$ cat config.mk
export PLATFORM = sky130hd
export DESIGN_NAME = imu_tilt_shake_spin_reporter
export DESIGN_NICKNAME = d
export VERILOG_FILES = /design/src/itsr_pkg.sv /design/src/imu_tilt_shake_spin_reporter.sv
export SDC_FILE = /design/constraint.sdc
export NUM_CORES = 2
export LEC_CHECK = 0
export BUFFER_PORTS_ARGS = -buffer_cell sky130_fd_sc_hd__buf_2
export CORE_MARGIN = 4
export CORE_UTILIZATION = 47
export DETAILED_ROUTE_END_ITERATION = 7
export GPL_ROUTABILITY_DRIVEN = 0
export PLACE_DENSITY_LB_ADDON = 0.15
export SLEW_MARGIN = 40
export SYNTH_ARGS = -nofsm -noshare
export SYNTH_HDL_FRONTEND = slang
export SYNTH_SLANG_ARGS = --single-unit
$ cat constraint.sdc
create_clock -name aclk -period 10.81 [get_ports aclk]
set_input_delay 1.081 -clock aclk [delete_from_list [all_inputs] [get_ports aclk]]
set_output_delay 1.081 -clock aclk [all_outputs]
set_load 0.01 [all_outputs]
$ cat src/itsr_pkg.sv
// Shared constants, types and the arctangent table for the tilt, shake and spin reporter.
// No dependencies.
package itsr_pkg;

    localparam int CORDIC_STEPS_DEF = 16;
    localparam int SQRT_STEPS       = 16;
    localparam int CORDIC_W         = 27;
    localparam int ANGLE_W          = 26;

    localparam logic [21:0] SPIN_K = 22'd3754938;

    localparam logic signed [ANGLE_W-1:0] ANGLE_90  = 26'sd5898240;
    localparam logic signed [17:0]        ROLL_LIM  = 18'sd23040;
    localparam logic signed [17:0]        PITCH_LIM = 18'sd11520;

    localparam logic [15:0] SHAKE_THR_RST  = 16'd3072;
    localparam logic [14:0] SPIN_DB_RST    = 15'd205;
    localparam logic [15:0] REPORT_IVL_RST = 16'd200;

    localparam logic [1:0] REG_SHAKE_THR  = 2'd0;
    localparam logic [1:0] REG_SPIN_DB    = 2'd1;
    localparam logic [1:0] REG_REPORT_IVL = 2'd2;

    localparam logic [1:0] SPIN_NONE = 2'd0;
    localparam logic [1:0] SPIN_CW   = 2'd1;
    localparam logic [1:0] SPIN_CCW  = 2'd2;

    typedef struct packed {
        logic signed [CORDIC_W-1:0] x;
        logic signed [CORDIC_W-1:0] y;
        logic signed [ANGLE_W-1:0]  acc;
    } cordic_t;

    // round(atan(2^-i) * 65536), degrees
    function automatic logic [21:0] atan_entry(input logic [4:0] idx);
        logic [21:0] r;
        unique case (idx)
            5'd0:    r = 22'd2949120;
            5'd1:    r = 22'd1740967;
            5'd2:    r = 22'd919879;
            5'd3:    r = 22'd466945;
            5'd4:    r = 22'd234379;
            5'd5:    r = 22'd117265;
            5'd6:    r = 22'd58666;
            5'd7:    r = 22'd29335;
            5'd8:    r = 22'd14668;
            5'd9:    r = 22'd7334;
            5'd10:   r = 22'd3667;
            5'd11:   r = 22'd1833;
            5'd12:   r = 22'd917;
            5'd13:   r = 22'd458;
            5'd14:   r = 22'd229;
            5'd15:   r = 22'd115;
            5'd16:   r = 22'd57;
            5'd17:   r = 22'd29;
            5'd18:   r = 22'd14;
            5'd19:   r = 22'd7;
            5'd20:   r = 22'd4;
            5'd21:   r = 22'd2;
            5'd22:   r = 22'd1;
            default: r = 22'd0;
        endcase
        return r;
    endfunction

endpackage

$ cat src/imu_tilt_shake_spin_reporter.sv
// One sample at a time: a new input beat is taken only in the idle state, once the last
// sample has had four products through one shared multiplier, then two passes each through
// the shared CORDIC unit and the shared bit-serial square root unit, and its result beat
// has been loaded into the output register.
// Reset: synchronous active low; clears control and last report time, loads config defaults.
// Depends on itsr_pkg.
module imu_tilt_shake_spin_reporter
    import itsr_pkg::*;
#(
    parameter int CORDIC_STEPS = CORDIC_STEPS_DEF
) (
    input  logic        aclk,
    input  logic        aresetn,
    input  logic        s_tvalid,
    output logic        s_tready,
    // accel_x[15:0], accel_y[31:16], accel_z[47:32], gyro_z_rate[63:48], time_ms[95:64]
    input  logic [95:0] s_tdata,
    output logic        m_tvalid,
    input  logic        m_tready,
    // roll_deg[15:0], pitch_deg[30:16], accel_magnitude[46:31], shake[47],
    // spin_rate[63:48], spin_dir[65:64], report[66], zero[71:67]
    output logic [71:0] m_tdata,
    input  logic        cfg_valid,
    output logic        cfg_ready,
    input  logic [1:0]  cfg_index,
    input  logic [15:0] cfg_data
);

    localparam int RUN_LEN  = (CORDIC_STEPS > SQRT_STEPS) ? CORDIC_STEPS : SQRT_STEPS;
    localparam int CNT_W    = $clog2(RUN_LEN);
    localparam logic [CNT_W-1:0] RUN_LAST = CNT_W'(RUN_LEN - 1);

    typedef enum logic [2:0] {
        S_IDLE,
        S_MUL,
        S_LOAD1,
        S_RUN1,
        S_LOAD2,
        S_RUN2,
        S_DONE
    } state_t;

    state_t state_reg;
    logic [CNT_W-1:0] cnt_reg;
    logic [2:0]  mul_cnt_reg;
    logic        m_tvalid_reg;
    logic [71:0] m_tdata_reg;
    logic [15:0] shake_thr_reg;
    logic [14:0] spin_db_reg;
    logic [15:0] report_ivl_reg;
    logic [31:0] last_report_reg;

    logic signed [15:0] ax_reg, ay_reg, az_reg, gz_reg;
    logic [31:0] time_reg;
    logic [36:0] prod_reg;
    logic [30:0] sxx_reg;
    logic [31:0] syz_reg;
    logic [15:0] spin_reg;
    logic [31:0] sq_v_reg;
    logic [18:0] sq_rem_reg;
    logic [15:0] sq_root_reg;
    cordic_t     cord_reg;
    logic        zero_reg;
    logic signed [15:0] roll_reg;

    function automatic logic [16:0] abs16(input logic signed [15:0] v);
        logic signed [16:0] e;
        e = {v[15], v};
        return v[15] ? 17'(-e) : 17'(e);
    endfunction

    function automatic cordic_t cordic_init(input logic signed [16:0] num,
                                            input logic signed [16:0] den);
        cordic_t c;
        logic signed [CORDIC_W-1:0] x0, y0;
        x0 = CORDIC_W'({den, 8'b0});
        y0 = CORDIC_W'({num, 8'b0});
        x0 = {{(CORDIC_W-25){den[16]}}, den, 8'b0};
        y0 = {{(CORDIC_W-25){num[16]}}, num, 8'b0};
        c.x = x0;
        c.y = y0;
        c.acc = '0;
        if (x0 < 0) begin
            if (y0 >= 0) begin
                c.x = y0;
                c.y = -x0;
                c.acc = ANGLE_90;
            end else begin
                c.x = -y0;
                c.y = x0;
                c.acc = -ANGLE_90;
            end
        end
        return c;
    endfunction

    function automatic logic signed [15:0] angle_out(input logic signed [ANGLE_W-1:0] acc,
                                                     input logic zero,
                                                     input logic signed [17:0] lim);
        logic signed [ANGLE_W:0] sum;
        logic signed [17:0] q;
        sum = {acc[ANGLE_W-1], acc} + (ANGLE_W+1)'(256);
        q = sum[ANGLE_W:9];
        if (q > lim) begin
            q = lim;
        end
        if (q < -lim) begin
            q = -lim;
        end
        if (zero) begin
            q = '0;
        end
        return q[15:0];
    endfunction

    // shared multiplier
    logic [16:0] mul_a;
    logic [21:0] mul_b;
    logic [36:0] prod_next;
    logic [36:0] spin_sum;

    always_comb begin
        mul_a = abs16(gz_reg);
        mul_b = SPIN_K;
        case (mul_cnt_reg)
            3'd0: begin
                mul_a = abs16(ax_reg);
                mul_b = 22'(abs16(ax_reg));
            end
            3'd1: begin
                mul_a = abs16(ay_reg);
                mul_b = 22'(abs16(ay_reg));
            end
            3'd2: begin
                mul_a = abs16(az_reg);
                mul_b = 22'(abs16(az_reg));
            end
            default: ;
        endcase
    end

    assign prod_next = 37'(mul_a * mul_b);
    assign spin_sum  = prod_reg + 37'(1 << 20);

    // shared square root unit, one result bit a step
    logic [18:0] rem_sh, trial, sq_rem_next;
    logic        sq_ge;
    logic [15:0] sq_root_next;
    logic [31:0] sq_v_next;

    always_comb begin
        rem_sh       = {sq_rem_reg[16:0], sq_v_reg[31:30]};
        trial        = {1'b0, sq_root_reg, 2'b01};
        sq_ge        = rem_sh >= trial;
        sq_rem_next  = sq_ge ? rem_sh - trial : rem_sh;
        sq_root_next = {sq_root_reg[14:0], sq_ge};
        sq_v_next    = {sq_v_reg[29:0], 2'b00};
    end

    // shared CORDIC vectoring unit, one rotation a step
    cordic_t cord_next;
    logic signed [CORDIC_W-1:0] xs, ys;
    logic signed [ANGLE_W-1:0]  atan_step;

    always_comb begin
        xs = cord_reg.x >>> cnt_reg;
        ys = cord_reg.y >>> cnt_reg;
        atan_step = ANGLE_W'(atan_entry(5'(cnt_reg)));
        if (cord_reg.y >= 0) begin
            cord_next.x   = cord_reg.x + ys;
            cord_next.y   = cord_reg.y - xs;
            cord_next.acc = cord_reg.acc + atan_step;
        end else begin
            cord_next.x   = cord_reg.x - ys;
            cord_next.y   = cord_reg.y + xs;
            cord_next.acc = cord_reg.acc - atan_step;
        end
    end

    logic sq_run, cord_run;
    assign sq_run   = ({1'b0, cnt_reg} < (CNT_W+1)'(SQRT_STEPS));
    assign cord_run = ({1'b0, cnt_reg} < (CNT_W+1)'(CORDIC_STEPS));

    // result assembly
    logic signed [15:0] pitch_full;
    logic        shake_c, report_c;
    logic [1:0]  dir_c;
    logic [31:0] dt;
    logic signed [16:0] gz_ext, db_ext;

    always_comb begin
        pitch_full = angle_out(cord_reg.acc, zero_reg, PITCH_LIM);
        shake_c    = sq_root_reg > shake_thr_reg;
        dt         = time_reg - last_report_reg;
        report_c   = (dt > {16'b0, report_ivl_reg}) || shake_c;
        gz_ext     = {gz_reg[15], gz_reg};
        db_ext     = {2'b00, spin_db_reg};
        if (gz_ext > db_ext) begin
            dir_c = SPIN_CW;
        end else if (gz_ext < -db_ext) begin
            dir_c = SPIN_CCW;
        end else begin
            dir_c = SPIN_NONE;
        end
    end

    logic out_free;
    assign out_free = !m_tvalid_reg || m_tready;

    always_ff @(posedge aclk) begin
        if (!aresetn) begin
            state_reg       <= S_IDLE;
            cnt_reg         <= '0;
            mul_cnt_reg     <= '0;
            m_tvalid_reg    <= 1'b0;
            shake_thr_reg   <= SHAKE_THR_RST;
            spin_db_reg     <= SPIN_DB_RST;
            report_ivl_reg  <= REPORT_IVL_RST;
            last_report_reg <= '0;
        end else begin
            if (m_tvalid_reg && m_tready && (state_reg != S_DONE)) begin
                m_tvalid_reg <= 1'b0;
            end
            if (cfg_valid) begin
                unique case (cfg_index)
                    REG_SHAKE_THR:  shake_thr_reg  <= cfg_data;
                    REG_SPIN_DB:    spin_db_reg    <= cfg_data[14:0];
                    REG_REPORT_IVL: report_ivl_reg <= cfg_data;
                    default: ;
                endcase
            end
            unique case (state_reg)
                S_IDLE: begin
                    if (s_tvalid) begin
                        mul_cnt_reg <= '0;
                        state_reg   <= S_MUL;
                    end
                end
                S_MUL: begin
                    mul_cnt_reg <= mul_cnt_reg + 3'd1;
                    if (mul_cnt_reg == 3'd4) begin
                        state_reg <= S_LOAD1;
                    end
                end
                S_LOAD1: begin
                    cnt_reg   <= '0;
                    state_reg <= S_RUN1;
                end
                S_RUN1: begin
                    cnt_reg <= cnt_reg + 1'b1;
                    if (cnt_reg == RUN_LAST) begin
                        state_reg <= S_LOAD2;
                    end
                end
                S_LOAD2: begin
                    cnt_reg   <= '0;
                    state_reg <= S_RUN2;
                end
                S_RUN2: begin
                    cnt_reg <= cnt_reg + 1'b1;
                    if (cnt_reg == RUN_LAST) begin
                        state_reg <= S_DONE;
                    end
                end
                S_DONE: begin
                    if (out_free) begin
                        m_tvalid_reg <= 1'b1;
                        m_tdata_reg  <= {5'b0, report_c, dir_c, spin_reg, shake_c,
                                         sq_root_reg, pitch_full[14:0], roll_reg};
                        if (report_c) begin
                            last_report_reg <= time_reg;
                        end
                        state_reg <= S_IDLE;
                    end
                end
                default: state_reg <= S_IDLE;
            endcase
        end
    end

    always_ff @(posedge aclk) begin
        case (state_reg)
            S_IDLE: begin
                ax_reg   <= s_tdata[15:0];
                ay_reg   <= s_tdata[31:16];
                az_reg   <= s_tdata[47:32];
                gz_reg   <= s_tdata[63:48];
                time_reg <= s_tdata[95:64];
            end
            S_MUL: begin
                if (mul_cnt_reg != 3'd4) begin
                    prod_reg <= prod_next;
                end
                case (mul_cnt_reg)
                    3'd1:    sxx_reg  <= prod_reg[30:0];
                    3'd2:    syz_reg  <= prod_reg[31:0];
                    3'd3:    syz_reg  <= syz_reg + prod_reg[31:0];
                    3'd4:    spin_reg <= spin_sum[36:21];
                    default: ;
                endcase
            end
            S_LOAD1: begin
                cord_reg    <= cordic_init({ay_reg[15], ay_reg}, {az_reg[15], az_reg});
                zero_reg    <= (ay_reg == '0) && (az_reg == '0);
                sq_v_reg    <= syz_reg;
                sq_rem_reg  <= '0;
                sq_root_reg <= '0;
            end
            S_LOAD2: begin
                roll_reg    <= angle_out(cord_reg.acc, zero_reg, ROLL_LIM);
                cord_reg    <= cordic_init(-{ax_reg[15], ax_reg}, {1'b0, sq_root_reg});
                zero_reg    <= (ax_reg == '0) && (sq_root_reg == '0);
                sq_v_reg    <= syz_reg + {1'b0, sxx_reg};
                sq_rem_reg  <= '0;
                sq_root_reg <= '0;
            end
            S_RUN1, S_RUN2: begin
                if (sq_run) begin
                    sq_v_reg    <= sq_v_next;
                    sq_rem_reg  <= sq_rem_next;
                    sq_root_reg <= sq_root_next;
                end
                if (cord_run) begin
                    cord_reg <= cord_next;
                end
            end
            default: ;
        endcase
    end

    assign s_tready  = (state_reg == S_IDLE);
    assign cfg_ready = 1'b1;
    assign m_tvalid  = m_tvalid_reg;
    assign m_tdata   = m_tdata_reg;

endmodule
=== Word-level counts from Yosys, hierarchy flattened ===
Memories as Yosys holds them, arrays and structs flattened. A register that Yosys moved wholly into a read port is not among the register bits.
Cells that the tools add are included.

* Register bits: 531
* ROM bits: 352
* Input port bits: 119
* Output and inout port bits: 75
* Word-level logic and storage cells: 158
* Memories: 1

* Add/subtract/negate cells: 22
* $mul: 1
* Magnitude comparators: 12
* Eq/ne operators: 20
* Shift-type cells: 2
* Muxes and demuxes: 36
* Reductions and logical operators: 34

{| class="wikitable"
|+ Memories
! name !! words !! width !! read ports !! clocked after memory_dff !! wr ports !! RTL line !! text
|-
| (name not given) || 16 || 22 || 1 || 1 || 0 || itsr_pkg.sv:37 || <nowiki>unique case (idx)</nowiki>
|}

{| class="wikitable"
|+ Operators by type and width
! operator !! count
|-
| $mux 80 || 3
|-
| $pmux 80 s3 || 1
|-
| $pmux 32 s3 || 1
|-
| $mux 17 || 5
|-
| $neg 16->17 || 4
|-
| $pmux 22 s3 || 1
|-
| $logic_not 16->1 || 4
|-
| $pmux 32 s2 || 1
|-
| $add 27x27->27 || 2
|-
| $mux 18 || 3
|-
| $neg 24->27 || 2
|-
| $sshr 27x4->27 || 2
|-
| $sub 27x27->27 || 2
|-
| $pmux 17 s3 || 1
|-
| $add 37x21->37 const B || 1
|-
| $mul 17x22->37 || 1
|-
| $pmux 17 s2 || 1
|-
| $add 32x31->32 || 1
|-
| $add 32x32->32 || 1
|-
| $gt 16x16->1 || 2
|-
| $gt 32x16->1 || 1
|-
| $pmux 16 s2 || 1
|-
| $sub 32x32->32 || 1
|-
| $add 26x10->27 const B || 1
|-
| 45 further kinds || 84
|}

=== Longest topological paths before layout ===
* Depth in word-level cells: 6
* Depth in mapped cells: 38
* Depth with buffers taken out: 37

=== Worst setup path before layout ===
Ideal clock, no wire load.

* Path kind: register to register
* Start point: register ax_reg[0]
* End point: register prod_reg[36] (data pin)
* Data arrival time: 8.760 ns
* Required time: 10.550 ns
* Path slack: 1.790 ns
* Cell stages (with the launch flop): 39
* Clock period less this slack: 9.020 ns
* Cells stage by stage: edfxtp_1 inv_1 ha_1 or3b_4 or3_4 or3_4 or3_4 nor3_1 nand2b_1 xor2_1 nor2_1 or3_1 clkbuf_1 inv_2 buf_4 nor2_1 inv_1 fa_1 [3 not listed] fa_1 fa_1 inv_1 fa_1 inv_1 ha_1 clkbuf_1 and4_1 nand3_1 a211oi_1 o31ai_1 a21oi_1 a41oi_1 nand2_1 o311ai_0 o2111ai_1 a21oi_1 xnor2_1

* Word-level cells in the longest chain between the ends: 4
* Elaborated cells on any way between the ends: 5

{| class="wikitable"
|+ RTL lines
! what !! RTL line !! text
|-
| start: declaration || imu_tilt_shake_spin_reporter.sv:53 || <nowiki>logic signed [15:0] ax_reg, ay_reg, az_reg, gz_reg;</nowiki>
|-
| start signal: assignment || imu_tilt_shake_spin_reporter.sv:284 || <nowiki>ax_reg <= s_tdata[15:0];</nowiki>
|-
| $neg 16->17 || imu_tilt_shake_spin_reporter.sv:69 || <nowiki>return v[15] ? 17'(-e) : 17'(e);</nowiki>
|-
| $mux 17 (*) || imu_tilt_shake_spin_reporter.sv:69 ||
|-
| $pmux 17 s3 / $pmux 22 s3 (equally long branches) || imu_tilt_shake_spin_reporter.sv:125 || <nowiki>case (mul_cnt_reg)</nowiki>
|-
| $mul 17x22->37 (*) || imu_tilt_shake_spin_reporter.sv:142 || <nowiki>assign prod_next = 37'(mul_a * mul_b);</nowiki>
|-
| named net prod_next[36] || imu_tilt_shake_spin_reporter.sv:119 || <nowiki>logic [36:0] prod_next;</nowiki>
|-
| end signal: assignment || imu_tilt_shake_spin_reporter.sv:292 || <nowiki>prod_reg <= prod_next;</nowiki>
|-
| end: declaration || imu_tilt_shake_spin_reporter.sv:55 || <nowiki>logic [36:0] prod_reg;</nowiki>
|}

The timed path passes the listed nets; every way through them passes the cells marked *.
A chain may end at the register's enable or synchronous reset.

=== Worst setup path in the final report ===
* Start point: register ax_reg[0]
* End point: register prod_reg[35] (data pin)

The elaborated chain is that of the path after synthesis.

==> reports/metrics.yaml <==
clock_tree:
  cts_setup_buffers: 0
  cts_resized: 0
  cts_buffer_depth: 3
  cts_hold_buf: 0
  cts_buffers: 70
  cts_tree: "built"
  clkLatencyLatePin_ns: 0.65
  cts.sinks: 553
  cts.clk_slew.worst_paths_ns: 0.06
  root_buffer: "clkbuf_16"
  cts_max_level: 3
detailed_routing:
  antenna_left: 0
  drt_iter0_markers: 3465
  drc_errors: 10
  wl_per_cell_um: 20.81
  first_pass_iters: 8
  wl_mm: 141.5
  via_per_inst: 5.843
  via_count: 39710
status:
  violations: "DRC"
  status: "finished, violations left"
worst_hold_path:
  holdCritPathClass: "reg2reg"
  hold_start: "roll_reg[7]"
floorplan:
  die_h_um: 332.0
  coreArea_sq_um: 103800
  die_area_sq_um: 110200
  rows: 118
  die_x_um: 332.0
  start_util_pct: 47.53
  pin_count: 194
critical_path:
  slowest_stage: "or3_1"
  worstPathMaxFanout: 11
  criticalPathCategory: "reg2reg"
  path_common_cell: "fa_1"
  critPathArrivalTime_ns: 10.42
  critPathMaxStageDelay_ns: 0.56
  cp-startpoint: "ax_reg[0]"
  crit_path_start_kind: "flop"
  end_kind: "flop"
  rr_startpoint: "ax_reg[0]"
  worst_ep_required_time_ns: 11.21
grt:
  overflow: 0
  track_usage_pct: 24.91
  grt_pass1_vias: 38600
  grt_first_pass_wirelength_mm: 218.6
  grt_max_degree: 112
  grt_antenna_before_repair: 14
logic_synthesis:
  ys_seq_area_share_pct: 31.39
  synth_ff_type: "edfxtp_1"
  mappedNetlistArea_sq_um: 49330
  synth-edff-count: 441
  avgSynthCellArea_sq_um: 9.403
  syn_inst: 5246
  ys_ff_latch: 553
  synth_async_sr_flop_share_pct: 0
  synth_cell_type_count: 97
  yosysWarnings: 0
sta:
  finalHoldViolCount: 0
  layout_min_cycle_time_ns: 10.02
  rsz0062_at_grt: "no"
  tightest_slew_ns: 0.8653
  fin_worst_skew_ns: 0.02747
  fmax_mhz: 99.77
  final-setup-viol-count: 0
  fin_tns_setup_ns: 0
  post-route-period-util_pct: 92.72
  maxSlewHeadroom_pct: 41.17
  drv_slew: 0
finish:
  layout-drive-gt1-share_pct: 10.04
  area_growth_pct: 9.765
  largest_reg_flops: 80
  final_nets: 6152
place:
  place_hpwl_mm: 108.1
  portBuffers: 187
job:
  drv_cap: 0
## layout make-up
class / instances / area (sq um)
diodes: 9 / 22.52
well taps: 1380 / 1727
repair buffers: 260 / 1513
inverters: 543 / 2043
clock inverters: 34 / 372.9
multi-input cells: 3929 / 31060
clock buffers: 89 / 1916
fillers: 9535 / 49650
flip-flops and latches: 553 / 15490
## metal layers
metal	wire length (um)	share of wire, %	global-route usage, %
met1	61100	43	34.04
met2	64480	46	39.83
met3	10380	7.3	4.656
met4	5459	3.9	8.683
met5	46	0.033	0
## synth_stat cells (all sizes together) (10+ instances only)
cell / instances / area (sq um)
nand2: 513 / 1926
or2: 19 / 118.9
o32ai: 15 / 131.4
fa: 272 / 5445
nor2b: 59 / 369.1
inv: 539 / 2023
ha: 404 / 5055
nor2: 441 / 1655
a222oi: 10 / 100.1
a21boi: 54 / 405.4
and3: 39 / 244.0
xnor2: 224 / 1962
nor4: 27 / 190.2
a211oi: 34 / 255.2
o221ai: 17 / 148.9
o31ai: 30 / 225.2
o21ai: 220 / 1116
xor2: 142 / 1244
mux2i: 64 / 640.6
mux2: 48 / 540.5
a22oi: 23 / 172.7
a21o: 113 / 848.3
and2: 25 / 156.4
edfxtp: 441 / 13240
o21a: 43 / 322.8
nand4: 164 / 1032
nand2b: 64 / 400.4
a31oi: 29 / 181.4
o21bai: 33 / 247.7
dfxtp: 112 / 2242
nand3: 129 / 645.6
nor3: 86 / 451.7
clkbuf: 178 / 668.1
or4: 18 / 135.1
a21oi: 255 / 1280
o22ai: 33 / 206.5
o211ai: 40 / 305.3
buf: 49 / 257.7
or3: 52 / 345.3
mux4: 53 / 1201
## cell usage in the layout (no fill, tap or decap), types with 33 or more instances in the layout
cell / count
a211oi_1: 34
a21boi_0: 54
a21o_1: 113
a21oi_1: 252
and3_1: 39
buf_2: 186
buf_4: 68
clkbuf_16: 72
dfxtp_1: 109
edfxtp_1: 441
fa_1: 272
ha_1: 404
inv_1: 533
mux2_2: 47
mux2i_1: 63
mux4_2: 51
nand2_1: 512
nand2b_1: 64
nand3_1: 129
nand4_1: 163
nor2_1: 437
nor2b_1: 59
nor3_1: 78
o211ai_1: 39
o21a_1: 42
o21ai_0: 212
o21bai_1: 33
o22ai_1: 33
or3_1: 48
xnor2_1: 224
xor2_1: 142
## critical path: cells and delay by family, from the launching register on
family	cells	cell delay [ns]
buf+inv	5	0.54
xor+xnor	2	0.29
compound gates	5	0.95
fa+ha+maj	8	3.59
flops	1	0.43
simple gates	14	3.96
## through the flow
stage	worst slack, ns	instances	instance area [sq um]	utilization (%)	hold WS (ns)
5_1_grt	0.3080	6790	54130	52.15	0.4222
2_1_floorplan	1.790	5252	49350	-	0.4003
4_1_cts	0.8007	6787	54100	52.12	0.4164
3_3_place_gp	0.9994	6660	51720	49.83	0.4018
3_5_place_dp	0.8566	6664	51810	49.92	0.4045
6_report	0.7870	6797	54150	52.17	0.4170
## cells by family after synthesis
| group | Yosys count | synth area share [%] |
|---|---|---|
| AOI/OAI and AO/OA | 1041 | 13.75 |
| xor gates and xnor gates | 366 | 6.498 |
| adders and majority gates | 676 | 21.29 |
| buffers and inverters | 770 | 6.009 |
| DFF | 553 | 31.39 |
| muxes | 165 | 4.829 |
| other | 2 | 0.01522 |
| and+or+nand+nor | 1673 | 16.22 |
## worst paths after layout
path                       end  slack (ns)  cells past startpoint
setup reg to reg  prod_reg[35]        0.79                     34
hold reg to reg     m_tdata[7]        0.42                      0
setup / recovery  prod_reg[35]        0.79                     34
hold / removal      m_tdata[7]        0.42                      0
Power is not shown: default switching activity piles up to over one toggle a cycle in this logic, so the estimate is an artifact.
